===== src/design/wtc_pkg.sv =====
package wtc_pkg;

    // Field widths fixed by the interface
    localparam int FUNC_W    = 3;
    localparam int SUB_W     = 4;
    localparam int MODE_W    = 3;
    localparam int SHOWN_W   = 16;
    localparam int MSG_W     = 2;
    localparam int OUTCOME_W = 2;
    localparam int STEP_W    = 12;
    localparam int HOLD_W    = 8;
    localparam int CFG_IDX_W = 2;
    localparam int CFG_DAT_W = 12;

    typedef logic [MODE_W-1:0]    mode_t;
    typedef logic [FUNC_W-1:0]    func_t;
    typedef logic [MSG_W-1:0]     msg_t;
    typedef logic [OUTCOME_W-1:0] outcome_t;
    typedef logic [CFG_IDX_W-1:0] cfg_idx_t;

    // Modes
    localparam mode_t MODE_IDLE  = 3'd0;
    localparam mode_t MODE_SET   = 3'd1;
    localparam mode_t MODE_RUN   = 3'd2;
    localparam mode_t MODE_PAUSE = 3'd3;
    localparam mode_t MODE_STAT  = 3'd4;

    // Events
    localparam func_t FUNC_INC   = 3'd0;
    localparam func_t FUNC_DEC   = 3'd1;
    localparam func_t FUNC_START = 3'd2;
    localparam func_t FUNC_ABORT = 3'd3;
    localparam func_t FUNC_TICK  = 3'd4;

    // Display messages
    localparam msg_t MSG_NONE       = 2'd0;
    localparam msg_t MSG_SET_TIME   = 2'd1;
    localparam msg_t MSG_PAUSED     = 2'd2;
    localparam msg_t MSG_PRODUCTIVE = 2'd3;

    // Event outcomes
    localparam outcome_t OUT_IGNORED    = 2'd0;
    localparam outcome_t OUT_HANDLED    = 2'd1;
    localparam outcome_t OUT_TRANSITION = 2'd2;

    // Register indexes
    localparam cfg_idx_t CFG_STEP       = 2'd0;
    localparam cfg_idx_t CFG_BEEP_SUB   = 2'd1;
    localparam cfg_idx_t CFG_COUNT_SUB  = 2'd2;
    localparam cfg_idx_t CFG_STAT_HOLD  = 2'd3;

    // Register reset values
    localparam logic [STEP_W-1:0] STEP_RST       = 12'd60;
    localparam logic [SUB_W-1:0]  BEEP_SUB_RST   = 4'd5;
    localparam logic [SUB_W-1:0]  COUNT_SUB_RST  = 4'd10;
    localparam logic [HOLD_W-1:0] STAT_HOLD_RST  = 8'd40;

endpackage


===== src/design/work_timer_controller.sv =====
// Five-mode countdown work timer (idle, time set, countdown, pause, statistics).
// Each event beat on the s_ channel gives exactly one result beat on the m_
// channel. An event is held in an input register, the mode update and its
// exit/entry actions are worked out combinationally, and the result lands in
// an output register: a result passes the input register and then the output
// register on its way to the m_ channel, and one event is taken every cycle
// while m_ready is high. Registers are written through the cfg_ channel, which
// is always ready; write them only while no event is in flight. TIME_WIDTH sets
// the width of the set, elapsed and productive second counters, which all
// saturate; shown_seconds saturates at 65535.
module work_timer_controller #(
    parameter int TIME_WIDTH = 16
) (
    input  logic                              aclk,
    input  logic                              aresetn,

    input  logic                              s_valid,
    output logic                              s_ready,
    input  logic [wtc_pkg::FUNC_W-1:0]        s_func,
    input  logic [wtc_pkg::SUB_W-1:0]         s_sub_tick,

    output logic                              m_valid,
    input  logic                              m_ready,
    output logic [wtc_pkg::MODE_W-1:0]        m_mode,
    output logic [wtc_pkg::SHOWN_W-1:0]       m_shown_seconds,
    output logic [wtc_pkg::MSG_W-1:0]         m_message,
    output logic                              m_beep,
    output logic [wtc_pkg::OUTCOME_W-1:0]     m_outcome,

    input  logic                              cfg_valid,
    output logic                              cfg_ready,
    input  logic [wtc_pkg::CFG_IDX_W-1:0]     cfg_index,
    input  logic [wtc_pkg::CFG_DAT_W-1:0]     cfg_data
);

    localparam int SW = (TIME_WIDTH > wtc_pkg::STEP_W) ? TIME_WIDTH : wtc_pkg::STEP_W;
    localparam logic [TIME_WIDTH-1:0] TIME_MAX = {TIME_WIDTH{1'b1}};
    localparam logic [wtc_pkg::HOLD_W-1:0] CNT_MAX = {wtc_pkg::HOLD_W{1'b1}};

    // Configuration
    logic [wtc_pkg::STEP_W-1:0] step_reg;
    logic [wtc_pkg::SUB_W-1:0]  beep_sub_reg;
    logic [wtc_pkg::SUB_W-1:0]  count_sub_reg;
    logic [wtc_pkg::HOLD_W-1:0] hold_reg;

    // Input stage
    logic                       in_valid_reg;
    wtc_pkg::func_t             func_reg;
    logic [wtc_pkg::SUB_W-1:0]  sub_reg;

    // Timer state
    wtc_pkg::mode_t             mode_reg, mode_next;
    logic [TIME_WIDTH-1:0]      set_reg, set_next;
    logic [TIME_WIDTH-1:0]      run_reg, run_next;
    logic [TIME_WIDTH-1:0]      prod_reg, prod_next;
    logic [wtc_pkg::HOLD_W-1:0] cnt_reg, cnt_next;

    // Result stage
    logic                       out_valid_reg;
    wtc_pkg::mode_t             out_mode_reg;
    logic [wtc_pkg::SHOWN_W-1:0] out_shown_reg;
    wtc_pkg::msg_t              out_msg_reg;
    logic                       out_beep_reg;
    wtc_pkg::outcome_t          out_outcome_reg;

    logic                       advance;
    wtc_pkg::mode_t             cur;
    wtc_pkg::outcome_t          res;
    logic                       beep;
    wtc_pkg::msg_t              msg;
    logic [TIME_WIDTH-1:0]      shown_t;
    logic [wtc_pkg::SHOWN_W-1:0] shown16;
    logic [TIME_WIDTH-1:0]      set_plus;
    logic                       set_ge_step;
    logic [TIME_WIDTH-1:0]      set_minus;
    logic [TIME_WIDTH-1:0]      set_dec1;
    logic [TIME_WIDTH-1:0]      run_inc;
    logic [wtc_pkg::HOLD_W-1:0] cnt_inc;

    function automatic logic [TIME_WIDTH-1:0] sat_add(
        input logic [SW-1:0] a,
        input logic [SW-1:0] b
    );
        logic [SW:0] s;
        s = (SW+1)'(a) + (SW+1)'(b);
        if (s > (SW+1)'(TIME_MAX)) begin
            return TIME_MAX;
        end
        return TIME_WIDTH'(s);
    endfunction

    // Pipeline handshake
    assign advance   = in_valid_reg && (!out_valid_reg || m_ready);
    assign s_ready   = !in_valid_reg || advance;
    assign cfg_ready = 1'b1;

    always_ff @(posedge aclk) begin
        if (!aresetn) begin
            step_reg      <= wtc_pkg::STEP_RST;
            beep_sub_reg  <= wtc_pkg::BEEP_SUB_RST;
            count_sub_reg <= wtc_pkg::COUNT_SUB_RST;
            hold_reg      <= wtc_pkg::STAT_HOLD_RST;
        end else if (cfg_valid) begin
            case (cfg_index)
                wtc_pkg::CFG_STEP:      step_reg      <= cfg_data;
                wtc_pkg::CFG_BEEP_SUB:  beep_sub_reg  <= cfg_data[wtc_pkg::SUB_W-1:0];
                wtc_pkg::CFG_COUNT_SUB: count_sub_reg <= cfg_data[wtc_pkg::SUB_W-1:0];
                wtc_pkg::CFG_STAT_HOLD: hold_reg      <= cfg_data[wtc_pkg::HOLD_W-1:0];
                default: ;
            endcase
        end
    end

    always_ff @(posedge aclk) begin
        if (!aresetn) begin
            in_valid_reg <= 1'b0;
        end else if (s_ready) begin
            in_valid_reg <= s_valid;
        end
    end

    always_ff @(posedge aclk) begin
        if (s_valid && s_ready) begin
            func_reg <= s_func;
            sub_reg  <= s_sub_tick;
        end
    end

    // Shared arithmetic on the current state
    assign set_plus    = sat_add(SW'(set_reg), SW'(step_reg));
    assign set_ge_step = SW'(set_reg) >= SW'(step_reg);
    assign set_minus   = TIME_WIDTH'(SW'(set_reg) - SW'(step_reg));
    assign set_dec1    = (set_reg != '0) ? set_reg - TIME_WIDTH'(1) : set_reg;
    assign run_inc     = (run_reg == TIME_MAX) ? run_reg : run_reg + TIME_WIDTH'(1);
    assign cnt_inc     = (cnt_reg == CNT_MAX) ? cnt_reg : cnt_reg + wtc_pkg::HOLD_W'(1);

    always_comb begin
        cur       = (mode_reg > wtc_pkg::MODE_STAT) ? wtc_pkg::MODE_IDLE : mode_reg;
        mode_next = cur;
        set_next  = set_reg;
        run_next  = run_reg;
        prod_next = prod_reg;
        cnt_next  = cnt_reg;
        res       = wtc_pkg::OUT_IGNORED;
        beep      = 1'b0;

        case (cur)
            wtc_pkg::MODE_SET: begin
                if (func_reg == wtc_pkg::FUNC_INC) begin
                    set_next = set_plus;
                    res      = wtc_pkg::OUT_HANDLED;
                end else if (func_reg == wtc_pkg::FUNC_DEC) begin
                    if (set_ge_step) begin
                        set_next = set_minus;
                        res      = wtc_pkg::OUT_HANDLED;
                    end
                end else if (func_reg == wtc_pkg::FUNC_START) begin
                    if (set_ge_step) begin
                        mode_next = wtc_pkg::MODE_RUN;
                        res       = wtc_pkg::OUT_TRANSITION;
                    end
                end else if (func_reg == wtc_pkg::FUNC_ABORT) begin
                    mode_next = wtc_pkg::MODE_IDLE;
                    res       = wtc_pkg::OUT_TRANSITION;
                end
            end
            wtc_pkg::MODE_RUN: begin
                if (func_reg == wtc_pkg::FUNC_START) begin
                    mode_next = wtc_pkg::MODE_PAUSE;
                    res       = wtc_pkg::OUT_TRANSITION;
                end else if (func_reg == wtc_pkg::FUNC_ABORT) begin
                    mode_next = wtc_pkg::MODE_IDLE;
                    res       = wtc_pkg::OUT_TRANSITION;
                end else if (func_reg == wtc_pkg::FUNC_TICK && sub_reg == count_sub_reg) begin
                    set_next = set_dec1;
                    run_next = run_inc;
                    if (set_dec1 == '0) begin
                        mode_next = wtc_pkg::MODE_IDLE;
                        res       = wtc_pkg::OUT_TRANSITION;
                    end else begin
                        res = wtc_pkg::OUT_HANDLED;
                    end
                end
            end
            wtc_pkg::MODE_PAUSE: begin
                if (func_reg == wtc_pkg::FUNC_INC) begin
                    set_next  = set_plus;
                    mode_next = wtc_pkg::MODE_SET;
                    res       = wtc_pkg::OUT_TRANSITION;
                end else if (func_reg == wtc_pkg::FUNC_DEC) begin
                    if (set_ge_step) begin
                        set_next  = set_minus;
                        mode_next = wtc_pkg::MODE_SET;
                        res       = wtc_pkg::OUT_TRANSITION;
                    end
                end else if (func_reg == wtc_pkg::FUNC_START) begin
                    mode_next = wtc_pkg::MODE_RUN;
                    res       = wtc_pkg::OUT_TRANSITION;
                end else if (func_reg == wtc_pkg::FUNC_ABORT) begin
                    mode_next = wtc_pkg::MODE_IDLE;
                    res       = wtc_pkg::OUT_TRANSITION;
                end
            end
            wtc_pkg::MODE_STAT: begin
                if (func_reg == wtc_pkg::FUNC_TICK) begin
                    cnt_next = cnt_inc;
                    if (cnt_inc >= hold_reg) begin
                        cnt_next  = '0;
                        mode_next = wtc_pkg::MODE_IDLE;
                        res       = wtc_pkg::OUT_TRANSITION;
                    end
                end
            end
            default: begin
                if (func_reg == wtc_pkg::FUNC_INC) begin
                    set_next  = set_plus;
                    mode_next = wtc_pkg::MODE_SET;
                    res       = wtc_pkg::OUT_TRANSITION;
                end else if (func_reg == wtc_pkg::FUNC_START) begin
                    mode_next = wtc_pkg::MODE_STAT;
                    res       = wtc_pkg::OUT_TRANSITION;
                end else if (func_reg == wtc_pkg::FUNC_TICK && sub_reg == beep_sub_reg) begin
                    beep = 1'b1;
                    res  = wtc_pkg::OUT_HANDLED;
                end
            end
        endcase

        // Exit action of the old mode, then entry action of the new one
        if (res == wtc_pkg::OUT_TRANSITION) begin
            if (cur == wtc_pkg::MODE_RUN) begin
                prod_next = sat_add(SW'(prod_reg), SW'(run_next));
                run_next  = '0;
            end
            if (mode_next == wtc_pkg::MODE_IDLE) begin
                set_next = '0;
                run_next = '0;
            end
        end

        shown_t = (mode_next == wtc_pkg::MODE_STAT) ? prod_next : set_next;

        case (mode_next)
            wtc_pkg::MODE_IDLE:  msg = wtc_pkg::MSG_SET_TIME;
            wtc_pkg::MODE_PAUSE: msg = wtc_pkg::MSG_PAUSED;
            wtc_pkg::MODE_STAT:  msg = wtc_pkg::MSG_PRODUCTIVE;
            default:             msg = wtc_pkg::MSG_NONE;
        endcase
    end

    generate
        if (TIME_WIDTH > wtc_pkg::SHOWN_W) begin : g_shown_sat
            assign shown16 = (|shown_t[TIME_WIDTH-1:wtc_pkg::SHOWN_W]) ? '1
                           : shown_t[wtc_pkg::SHOWN_W-1:0];
        end else begin : g_shown_ext
            assign shown16 = wtc_pkg::SHOWN_W'(shown_t);
        end
    endgenerate

    always_ff @(posedge aclk) begin
        if (!aresetn) begin
            mode_reg <= wtc_pkg::MODE_IDLE;
            set_reg  <= '0;
            run_reg  <= '0;
            prod_reg <= '0;
            cnt_reg  <= '0;
        end else if (advance) begin
            mode_reg <= mode_next;
            set_reg  <= set_next;
            run_reg  <= run_next;
            prod_reg <= prod_next;
            cnt_reg  <= cnt_next;
        end
    end

    always_ff @(posedge aclk) begin
        if (!aresetn) begin
            out_valid_reg <= 1'b0;
        end else if (advance) begin
            out_valid_reg <= 1'b1;
        end else if (m_ready) begin
            out_valid_reg <= 1'b0;
        end
    end

    always_ff @(posedge aclk) begin
        if (advance) begin
            out_mode_reg    <= mode_next;
            out_shown_reg   <= shown16;
            out_msg_reg     <= msg;
            out_beep_reg    <= beep;
            out_outcome_reg <= res;
        end
    end

    assign m_valid         = out_valid_reg;
    assign m_mode          = out_mode_reg;
    assign m_shown_seconds = out_shown_reg;
    assign m_message       = out_msg_reg;
    assign m_beep          = out_beep_reg;
    assign m_outcome       = out_outcome_reg;

    // Elapsed time only lives while counting down
    a_run_only_in_countdown: assert property (@(posedge aclk) disable iff (!aresetn)
        mode_reg != wtc_pkg::MODE_RUN |-> run_reg == '0)
        else $error("elapsed count left non-zero outside countdown");

    // Idle always shows a cleared set time
    a_idle_clears_set: assert property (@(posedge aclk) disable iff (!aresetn)
        mode_reg == wtc_pkg::MODE_IDLE |-> set_reg == '0)
        else $error("set time not cleared in idle");

    // The beat loaded into the result stage carries the new mode
    a_result_tracks_mode: assert property (@(posedge aclk) disable iff (!aresetn)
        advance |=> out_mode_reg == mode_reg)
        else $error("result mode differs from stored mode");

    // A beep is only raised by an idle tick
    a_beep_in_idle: assert property (@(posedge aclk) disable iff (!aresetn)
        out_valid_reg && out_beep_reg |->
            out_mode_reg == wtc_pkg::MODE_IDLE && out_outcome_reg == wtc_pkg::OUT_HANDLED)
        else $error("beep outside an idle tick");

    // An ignored event leaves the mode where it was
    a_ignored_holds_mode: assert property (@(posedge aclk) disable iff (!aresetn)
        advance && res == wtc_pkg::OUT_IGNORED && mode_reg <= wtc_pkg::MODE_STAT
            |=> mode_reg == $past(mode_reg))
        else $error("ignored event changed the mode");

endmodule


===== config.mk =====
export PLATFORM = sky130hd
export DESIGN_NAME = work_timer_controller
export DESIGN_NICKNAME = d
export VERILOG_FILES = /design/src/design/wtc_pkg.sv /design/src/design/work_timer_controller.sv
export SDC_FILE = /design/constraint.sdc
export NUM_CORES = 1
export LEC_CHECK = 0
export BUFFER_PORTS_ARGS = -buffer_cell sky130_fd_sc_hd__buf_2
export CAP_MARGIN = 20
export CORE_MARGIN = 5
export CORE_UTILIZATION = 60
export CTS_CLUSTER_SIZE = 25
export DETAILED_ROUTE_END_ITERATION = 8
export PLACE_DENSITY = 0.79
export SYNTH_ARGS = -nofsm -noshare
export SYNTH_HDL_FRONTEND = slang
export SYNTH_SLANG_ARGS = --single-unit

===== constraint.sdc =====
create_clock -name aclk -period 8.5 [get_ports aclk]
set_clock_uncertainty 0.1 [all_clocks]
set_input_delay 1.7 -clock aclk [delete_from_list [all_inputs] [get_ports aclk]]
set_output_delay 1.7 -clock aclk [all_outputs]
set_load 0.03 [all_outputs]

==> flow_summary.yaml, run 1 <==
die:
  coreArea_um2: 14500
  start_util_pct: 61.1
  placement_rows: 44
  dieArea_um2: 17300
  die_w_um: 132
  die_h_um: 132
  pin_count: 53
placement:
  place_area_um2: 9130
  dp_hpwl_um: 18600
  routabilityCongestion: 1.02
  io_buffers: 51
drt:
  drt_iter0_drc: 895
  drc: 0
  drt-pass1-iter-count: 6
  antenna_left: 0
  viasPerCell: 6.49
  wl_um: 25000
  wire_per_inst_um: 19.1
  via_count: 8498
hold_path:
  min_from: "cnt_reg[6]$_SDFFE_PN0P_"
  holdPathEnd: "cnt_reg[6]$_SDFFE_PN0P_"
  hold_path_class: "reg -> reg"
  whs_path_depth: 2
yosys:
  synth.area.top_cells: "dfxtp_1 (20%), edfxtp_1 (10%), ha_1 (7.2%)"
  yosys_register_bits: 120
  synth_warnings: 0
  synth-edff-count: 31
  synth_top_area_share_pct: 20.1
  syn_inst: 1100
  ys_seq_area_share_pct: 30.5
  yosysUniqueCellTypes: 79
  synth_top_area_cell: "dfxtp_1"
  syn_nets: 1180
  avgSynthCellArea_um2: 8.07
  synthArstFlopShare_pct: 0
  synth_area_um2: 8880
  synth_top_flop_cell: "dfxtp_1"
global_routing:
  grt_pass1_vias: 7635
  grt-ovfl-total: 0
  grt_pass1_wl_um: 40300
  grt_usage_pct: 28.4
  antenna_found_initial: 0
  grt_max_degree: 63
critical_path:
  crit_slowest_cell: "edfxtp_1"
  cp-start-kind: "flop"
  critPathMaxStageDelay_ns: 0.65
  crit_arrival_ns: 5.09
  r2r_end: "prod_reg[5]$_SDFFE_PN0P_"
  worstPathCellList: "or3b_2, nor3_1, nand3_1, nor3_1, nand3_1, o21a_1, ha_1, a211oi_1, nor3b_1, a211oi_1, a211oi_1, nand2_4, o221a_2"
  critPathMaxFanout: 17
  crit_type: "reg -> reg"
  path_common_cell: "a211oi_1"
  r2r_cells: 13
  cpLargestDelayFamily: "simple AND/OR/NAND/NOR gates"
  worstPathRequired_ns: 8.72
  critPathCaptureType: "flop"
  rr_startpoint: "func_reg[2]$_DFFE_PP_"
  ff2ff_setup_slack_ns: 3.63
  critPathBufInv: 0
pwr:
  power_density_nw_per_um2: 164
  power_mw: 1.60
  switching_share_pct: 29.0
  leakagePower_nw: 3.88
  vdd_drop_max_uv: 163
  pwr-share-clk_pct: 44.8
  pwr-share-seq_pct: 39.1
  combPwrFrac_pct: 16.1
  p_sw_mw: 0.464
  p_int_mw: 1.14
clock_tree:
  ctsHoldBuffers: 0
  tritoncts: "built"
  cts_made_buffers: 17
  cts.sinks: 120
  clk_pin_slew_worst_paths_ns: 0.06
  post-cts-setup-buffers: 0
  cts_resized: 0
  clockBufferDepth: 2
  cts_root_buf: "clkbuf_16"
  clock_latency_ns: 0.43
  htree_levels: 4
sta:
  fmax_ghz: 0.205
  hold_violations: 0
  holdWs_ns: 0.367
  rsz0062_at_grt: "no"
  worstMarginPinSlew_ns: 1.09
  period_minus_slack_ns: 4.87
  max_slew_margin_pct: 27.6
  tns_ns: 0
  fin_crit_sh_pct: 57.3
  final_max_slew_viol_count: 0
  setup_viol_count_final: 0
cells_and_area:
  final_nets: 1193
  final_area_um2: 9750
  insertedDiodeCount: 0
  drive_gt1_share_pct: 10.8
  syn2layout_area_growth_pct: 9.83
status:
  run_status: "finished clean"
flow_run:
  drv_cap: 0
## worst max-delay path by stage
stage / start / end / slack [ns] / depth (start not counted)
final: func_reg[2]$_DFFE_PP_ / prod_reg[5]$_SDFFE_PN0P_ / 3.63 / 13
after detailed placement: func_reg[2]$_DFFE_PP_ / prod_reg[3]$_SDFFE_PN0P_ / 3.72 / 13
after CTS: func_reg[2]$_DFFE_PP_ / prod_reg[3]$_SDFFE_PN0P_ / 3.70 / 13
after floorplan: func_reg[2]$_DFFE_PP_ / prod_reg[15]$_SDFFE_PN0P_ / 4.42 / 19
after global placement: func_reg[2]$_DFFE_PP_ / prod_reg[5]$_SDFFE_PN0P_ / 3.87 / 15
after global routing: func_reg[2]$_DFFE_PP_ / prod_reg[4]$_SDFFE_PN0P_ / 3.08 / 13
## power by group through the flow
stage / Clock [mW] / Combinational [mW] / Sequential, mW
6_report: 0.718 / 0.258 / 0.626
5_1_grt: 0.750 / 0.281 / 0.628
4_1_cts: 0.723 / 0.249 / 0.626
3_5_place_dp: 0 / 0.248 / 0.638
3_3_place_gp: 0 / 0.246 / 0.637
2_1_floorplan: 0 / 0.175 / 0.642
## cell type report
cell class / instances / area [um^2]
clock inverter: 13 / 128
fill: 1248 / 4780
clock buffer: 19 / 454
inverter: 45 / 169
multi-input combinational: 871 / 5740
tap: 184 / 230
timing repair buffer: 58 / 325
sequential: 120 / 2710
## cells in the final DEF (no fill, tap or decap), types with 13 or more instances in the layout
cell type	count
nand3_1	37
a21boi_0	25
ha_1	51
xnor2_1	43
nor2b_1	20
dfxtp_1	89
nand2b_1	15
or3_1	14
and3_1	13
a31oi_1	14
inv_1	44
a21o_1	15
buf_2	51
o21ai_0	46
nor3_1	38
a211oi_1	14
a21oi_1	53
nor2_1	91
nand4_1	15
o211ai_1	17
nand2_1	127
clkbuf_16	18
edfxtp_1	31
o22ai_1	17
## cells by family after synthesis
group                      after synthesis  share of synthesized area, %
AOI/OAI and AO/OA                      309                          24.4
xor gates and xnor gates                53                          5.23
other                                    1                        0.0422
and+or+nand+nor                        442                          25.4
adders and majority gates               54                          7.86
DFF                                    120                          30.5
buffers and inverters                  109                          5.06
muxes                                   12                          1.38
## per-layer routing
| layer | up-vias | share of wire (%) | global-route usage (%) | routed length (um) |
|---|---|---|---|---|
| met4 | 0 | 2.8 | 10.6 | 700 |
| met3 | 53 | 10 | 6.88 | 2510 |
| li1 | 4067 | - | - | - |
| met5 | - | 0 | 0 | 0 |
| met2 | 424 | 43 | 40.7 | 10700 |
| met1 | 3954 | 44 | 41.2 | 11000 |
## synthesized netlist by cell type, types with 11 or more instances
cell,count
o211ai_1,17
a21oi_1,53
and3_1,13
a21boi_0,25
nor2b_1,20
nand4_1,15
clkbuf_1,46
nand2_1,127
a211oi_1,14
nor3_1,39
nor2_1,91
o22ai_1,17
ha_1,51
nand2b_1,15
or3_1,14
dfxtp_1,89
edfxtp_1,31
inv_1,44
a31oi_1,15
a21o_1,15
buf_2,14
nand3_1,37
xnor2_1,43
o21ai_0,46
a22o_1,11
## worst min-delay path: stages (launching register included)
cell and delay [ns]:
dfxtp_1 0.31, nand2_1 0.05, a21boi_0 0.06
## per-stage QoR
step                      worst slack (ns)  instances  utilization, %
after floorplan                       4.42       1100               -
after global placement                3.87       1275            62.8
after detailed placement              3.72       1275            62.8
after CTS                             3.70       1307            66.8
after global routing                  3.08       1310            67.1
final                                 3.63       1310            67.1
Note: power is estimated with default switching activity, not from simulation.
==> run 2: changes to the inputs <==
--- a/config.mk
+++ b/config.mk
@@ -5,13 +5,14 @@
 export SDC_FILE = /design/constraint.sdc
 export NUM_CORES = 1
 export LEC_CHECK = 0
+export ABC_AREA = 1
 export BUFFER_PORTS_ARGS = -buffer_cell sky130_fd_sc_hd__buf_2
 export CAP_MARGIN = 20
 export CORE_MARGIN = 5
-export CORE_UTILIZATION = 60
+export CORE_UTILIZATION = 57
 export CTS_CLUSTER_SIZE = 25
 export DETAILED_ROUTE_END_ITERATION = 8
-export PLACE_DENSITY = 0.79
+export PLACE_DENSITY = 0.78
 export SYNTH_ARGS = -nofsm -noshare
 export SYNTH_HDL_FRONTEND = slang
 export SYNTH_SLANG_ARGS = --single-unit
==> constraint.sdc (replaced) <==
create_clock -name aclk -period 4.1 [get_ports aclk]
set_clock_uncertainty 0.1 [all_clocks]
set_input_delay 0.82 -clock aclk [delete_from_list [all_inputs] [get_ports aclk]]
set_output_delay 0.82 -clock aclk [all_outputs]
set_load 0.03 [all_outputs]
==> flow_summary.yaml, run 2 <==
yosys:
  yosysUniqueCellTypes: 53
  synth_warnings: 0
  synthTopCellsByCount: "nand2_1 (269), inv_1 (179), a21oi_1 (149), nor2_1 (148), o21ai_0 (129)"
  synthArstFlopShare_pct: 0
  synth.area.top_cells: "dfxtp_1 (19%), nand2_1 (11%), edfxtp_1 (9.8%)"
  synth_top_area_share_pct: 18.8
  synth_top_flop_cell: "dfxtp_1"
  synth_area_um2: 9490
  synth_top_area_cell: "dfxtp_1"
  ys_seq_area_share_pct: 28.6
  syn_inst: 1423
  avgSynthCellArea_um2: 6.67
  synth-edff-count: 31
  yosysMostFrequentCell: "nand2_1"
  yosys_register_bits: 120
  syn_nets: 1503
cells_and_area:
  mostFrequentLayoutCell: "nand2_1"
  seq_area_um2: 2710
  num-fill-cells: 1434
  final_area_um2: 11000
  multi_input_area_um2: 6010
  layout_common_cells: "nand2_1 (267), inv_1 (175), nor2_1 (143), a21oi_1 (141), o21ai_0 (118)"
  final_nets: 1578
  syn2layout_area_growth_pct: 16.3
  drive_gt1_share_pct: 15.2
  insertedDiodeCount: 0
clock_tree:
  clk_pin_slew_worst_paths_ns: 0.06
  clock_latency_ns: 0.43
  cts_root_buf: "clkbuf_16"
  cts.sinks: 120
  htree_levels: 4
  tritoncts: "built"
  cts_made_buffers: 17
  ctsHoldBuffers: 0
  clockBufferDepth: 2
drt:
  wire_per_inst_um: 16.9
  drt-pass1-iter-count: 6
  wl_met1_um: 12400
  top_layer: "met4"
  wl_met3_um: 2360
  viasPerCell: 5.79
  antenna_left: 0
  drc: 0
  via_count: 10000
  wl_um: 29300
  drt_iter0_drc: 1105
  dr_wl_met2_um: 13600
pwr:
  vdd_drop_max_uv: 347
  leakagePower_nw: 5.01
  power_mw: 4.16
  power_density_nw_per_um2: 377
global_routing:
  grt-ovfl-total: 0
  grt_pass1_vias: 9248
  grt_max_degree: 64
  antenna_found_initial: 0
  grt_pass1_wl_um: 47000
  grt_usage_pct: 29.6
sta:
  setup_viol_count_final: 0
  fin_crit_sh_pct: 95.5
  max_slew_margin_pct: 37.7
  fmax_ghz: 0.255
  final_max_slew_viol_count: 0
  hold_violations: 0
  worstMarginPinSlew_ns: 0.928
  period_minus_slack_ns: 3.92
die:
  die_h_um: 139
  placement_rows: 47
  start_util_pct: 57.7
  dieArea_um2: 19300
  pin_count: 53
  die_w_um: 139
  coreArea_um2: 16500
critical_path:
  cp-start-kind: "flop"
  crit_arrival_ns: 3.97
  worstPathRequired_ns: 4.15
  critPathCaptureType: "flop"
  crit_type: "reg -> reg"
  critPathMaxFanout: 7
placement:
  io_buffers: 51
  place_area_um2: 10200
  dp_hpwl_um: 21200
  routabilityCongestion: 1.04
flow_run:
  drv_cap: 0
status:
  run_status: "finished clean"
hold_path:
  hold_path_class: "reg -> reg"
run 2: cell types whose count changed in the layout (fill, tap and decap cells not counted), moves of 17 or more:
cell | before | now
xor2_1 | 10 | 27
o21ai_1 | 10 | 34
inv_1 | 44 | 175
nand2_1 | 127 | 267
xnor2_1 | 43 | 18
nor2_1 | 91 | 143
nor2b_1 | 20 | 0
a21oi_1 | 53 | 141
nand3_1 | 37 | 82
nor3_1 | 38 | 13
buf_4 | 5 | 55
o21ai_0 | 46 | 118
a21boi_0 | 25 | 3
run 2: repair_timing:
| action | CTS | global route |
|---|---|---|
| endpoints found under the setup margin | 10 | 41 |
| setup buffers | 0 | 7 |
| gates cloned | 0 | 1 |
| gates resized for setup | 3 | 53 |
| pin swaps | 0 | 15 |
run 2: layer usage:
| metal | track usage (%) | vias to the layer above |
|---|---|---|
| met2 | 48.0 | 468 |
| met5 | 0 | - |
| met3 | 5.34 | 76 |
| met4 | 10.4 | 0 |
| li1 | - | 4882 |
| met1 | 39.6 | 4593 |
run 2: kinds of logic (layout without fill, tap and decap cells):
group / count (synthesis) / after routing / share of synthesized area, %
AO/OA/AOI/OAI: 369 / 370 / 21.2
XOR/XNOR: 51 / 51 / 4.70
adder cells (fa/ha/maj): 54 / 54 / 7.35
buffers and inverters: 243 / 330 / 10.3
flip-flops: 120 / 120 / 28.6
multiplexers: 2 / 2 / 0.211
other: 1 / 1 / 0.0395
AND/OR/NAND/NOR: 583 / 583 / 27.6
run 2: where the power goes:
group          total (mW)  switching (mW)  internal, mW
sequential           1.38          0.0673          1.31
clock                1.53           0.559         0.968
combinational        1.26           0.838         0.424
total                4.16            1.46          2.70
run 2: worst max-delay path, stage by stage, from the launching register on:
cell	delay (ns)
edfxtp_1	0.43
xor2_1	0.19
nor2_1	0.15
nand4_1	0.21
nor2_4	0.16
inv_1	0.09
nor2_4	0.19
buf_4	0.17
nand4_1	0.14
xor2_2	0.21
ha_4	0.31
nand2_1	0.07
o21ai_1	0.22
a21oi_2	0.08
o21ai_2	0.24
a31oi_1	0.15
xnor2_1	0.15
o21ai_1	0.14
o21ai_1	0.11
nand2_1	0.06
o21ai_0	0.10
run 2: final timing paths:
kind | startpoint | to | slack, ns | cells past startpoint
worst max register to register | sub_reg[1]$_DFFE_PP_ | m_shown_seconds[9]$_DFFE_PP_ | 0.18 | 20
worst min-delay path | step_reg[9]$_SDFFE_PN0P_ | step_reg[9]$_SDFFE_PN0P_ | 0.38 | 2
worst min register to register | step_reg[9]$_SDFFE_PN0P_ | step_reg[9]$_SDFFE_PN0P_ | 0.38 | 2
worst max-delay path | sub_reg[1]$_DFFE_PP_ | m_shown_seconds[9]$_DFFE_PP_ | 0.18 | 20
run 2: through the flow:
stage | utilization (%) | setup TNS, ns | worst slack [ns] | cells | hold WS (ns)
after floorplan | - | 0 | 0.379 | 1423 | 0.335
after global placement | 61.7 | 0 | 0.0802 | 1691 | 0.356
after detailed placement | 61.7 | -0.00107 | -0.00107 | 1691 | 0.374
after CTS | 65.4 | 0 | 0.0361 | 1723 | 0.381
after global routing | 67.1 | -0.178 | -0.0676 | 1731 | 0.399
final | 67.1 | 0 | 0.183 | 1731 | 0.383
run 2: area by class of cell:
| class | count | area share [%] |
|---|---|---|
| clock buffers | 27 | 4.93 |
| clock inverters | 5 | 0.533 |
| inverters | 189 | 6.47 |
| multi-input cells | 1061 | 54.4 |
| flip-flops and latches | 120 | 24.6 |
| well taps | 220 | 2.49 |
| repair buffers | 109 | 6.59 |
==> run 3: changes to the inputs <==
--- a/config.mk
+++ b/config.mk
@@ -9,10 +9,9 @@
 export BUFFER_PORTS_ARGS = -buffer_cell sky130_fd_sc_hd__buf_2
 export CAP_MARGIN = 20
 export CORE_MARGIN = 5
-export CORE_UTILIZATION = 57
+export CORE_UTILIZATION = 40
 export CTS_CLUSTER_SIZE = 25
 export DETAILED_ROUTE_END_ITERATION = 8
-export PLACE_DENSITY = 0.78
 export SYNTH_ARGS = -nofsm -noshare
 export SYNTH_HDL_FRONTEND = slang
 export SYNTH_SLANG_ARGS = --single-unit
==> flow_summary.yaml, run 3 (synthesized netlist as in run 2, its figures left out) <==
pwr:
  p_int_mw: 2.63
  combPwrFrac_pct: 30.9
  switching_share_pct: 37.2
  pwr-share-seq_pct: 32.7
  power_density_nw_per_um2: 371
  power_mw: 4.18
  p_sw_mw: 1.56
  leakagePower_nw: 5.09
  pwr-share-clk_pct: 36.4
  vdd_drop_max_uv: 256
critical_path:
  crit_arrival_ns: 4.12
  r2r_cells: 20
  rr_startpoint: "sub_reg[1]$_DFFE_PP_"
  critPathMaxFanout: 11
  crit_path_start: "sub_reg[1]$_DFFE_PP_"
  cp-start-kind: "flop"
  worstPathRequired_ns: 4.27
  critPathCaptureType: "flop"
  ff2ff_setup_slack_ns: 0.15
  r2r_end: "m_shown_seconds[7]$_DFFE_PP_"
  crit_type: "reg -> reg"
drt:
  wire_per_inst_um: 16.6
  wl_um: 30600
  drt-pass1-iter-count: 8
  drt_iter0_drc: 805
  antenna_left: 0
  viasPerCell: 5.29
  drc: 0
  via_count: 9770
clock_tree:
  clock_latency_ns: 0.43
  tritoncts: "built"
  cts.sinks: 120
  htree_levels: 4
  ctsHoldBuffers: 0
  cts_made_buffers: 17
  clockBufferDepth: 2
  cts_root_buf: "clkbuf_16"
  clk_pin_slew_worst_paths_ns: 0.06
cells_and_area:
  drive_gt1_share_pct: 16.3
  finalNonFillerCells: 1846
  final_area_um2: 11300
  fin_util_pct: 48.3
  insertedDiodeCount: 0
  mostFrequentLayoutCell: "nand2_1"
  final_nets: 1594
  syn2layout_area_growth_pct: 19.0
  layout_common_cells: "nand2_1 (267), inv_1 (172), a21oi_1 (144), nor2_1 (143), o21ai_0 (118)"
placement:
  place_area_um2: 10400
  dp_hpwl_um: 22700
  routabilityCongestion: 0.943
  pre_cts_slack_ns: 0.0560
  numPlacedInstances: 1800
  io_buffers: 51
sta:
  fin_crit_sh_pct: 96.4
  period_minus_slack_ns: 3.95
  fmax_ghz: 0.253
  tns_ns: 0
  holdWs_ns: 0.369
  setup_ws_ns: 0.147
  setup_viol_count_final: 0
  worstMarginPinSlew_ns: 0.996
  hold_violations: 0
  final_max_slew_viol_count: 0
  max_slew_margin_pct: 33.1
global_routing:
  grt_usage_pct: 22.7
  grt_pass1_wl_um: 48400
  antenna_found_initial: 0
  grt_pass1_vias: 9095
  grt-ovfl-total: 0
  grt_max_degree: 58
die:
  die_h_um: 164
  start_util_pct: 40.6
  dieArea_um2: 26900
  pin_count: 53
  die_w_um: 164
  coreArea_um2: 23400
  placement_rows: 56
hold_path:
  hold_path_class: "reg -> reg"
  whs_path_depth: 2
  min_from: "hold_reg[1]$_SDFFE_PN0P_"
  holdPathEnd: "hold_reg[1]$_SDFFE_PN0P_"
status:
  run_status: "finished clean"
flow_run:
  drv_cap: 0
==> run 3: cell count changes in the layout (fill, tap and decap cells not counted), sizes merged <==
cell and delta:
bufinv -1, a21o -1, inv +8, clkbuf -7, buf +17
==> run 3: metal layers <==
metal / share of wire, % / track usage [%] / up-vias
met1: 47 / 32.1 / 4522
met3: 5.5 / 3.86 / 44
met2: 45 / 35.1 / 282
met4: 2.5 / 7.70 / 0
li1: - / - / 4922
met5: 0 / 0 / -
==> run 3: final cells by class <==
| type | instances | area (um^2) |
|---|---|---|
| fill | 2483 | 12100 |
| tap | 319 | 399 |
| multi-input combinational | 1060 | 6010 |
| sequential | 120 | 2710 |
| timing repair buffer | 126 | 868 |
| clock inverter | 12 | 101 |
| clock buffer | 20 | 489 |
| inverter | 189 | 716 |
==> run 3: worst max-delay path by stage <==
stage	depth (start not counted)	endpoint	slack (ns)
global route	21	m_shown_seconds[9]$_DFFE_PP_	-0.1
detailed placement	18	m_shown_seconds[15]$_DFFE_PP_	0.06
floorplan	22	m_shown_seconds[12]$_DFFE_PP_	0.38
CTS	20	m_shown_seconds[12]$_DFFE_PP_	0.002
global placement	21	m_shown_seconds[11]$_DFFE_PP_	0.15
finish	20	m_shown_seconds[7]$_DFFE_PP_	0.15
==> run 3: worst max-delay path, cell delays in order, from the launching register on <==
cell and delay (ns):
edfxtp_1 0.42, xor2_1 0.18, nor2_1 0.10, nand4_1 0.21
nor2_4 0.17, inv_1 0.08, buf_4 0.20, nor3_2 0.16
o21ai_0 0.11, a21o_1 0.21, ha_1 0.37, nand2_1 0.10
nor2_2 0.13, nand4_1 0.12, o21ai_2 0.21, a21o_1 0.26
clkinvlp_4 0.14, buf_12 0.16, nand3_2 0.06, o21ai_0 0.12
o21ai_1 0.18
==> run 3: power groups by stage <==
stage	Sequential [mW]	Combinational [mW]	Clock (mW)
after floorplan	1.43	0.818	0
after global placement	1.39	1.24	0
after detailed placement	1.39	1.25	0
after CTS	1.37	1.25	1.55
after global routing	1.38	1.42	1.60
final	1.37	1.29	1.52
==> run 3: repair_timing <==
item,CTS,global route
setup endpoints to repair,0,31
buffers inserted,0,14
resized for setup,0,56
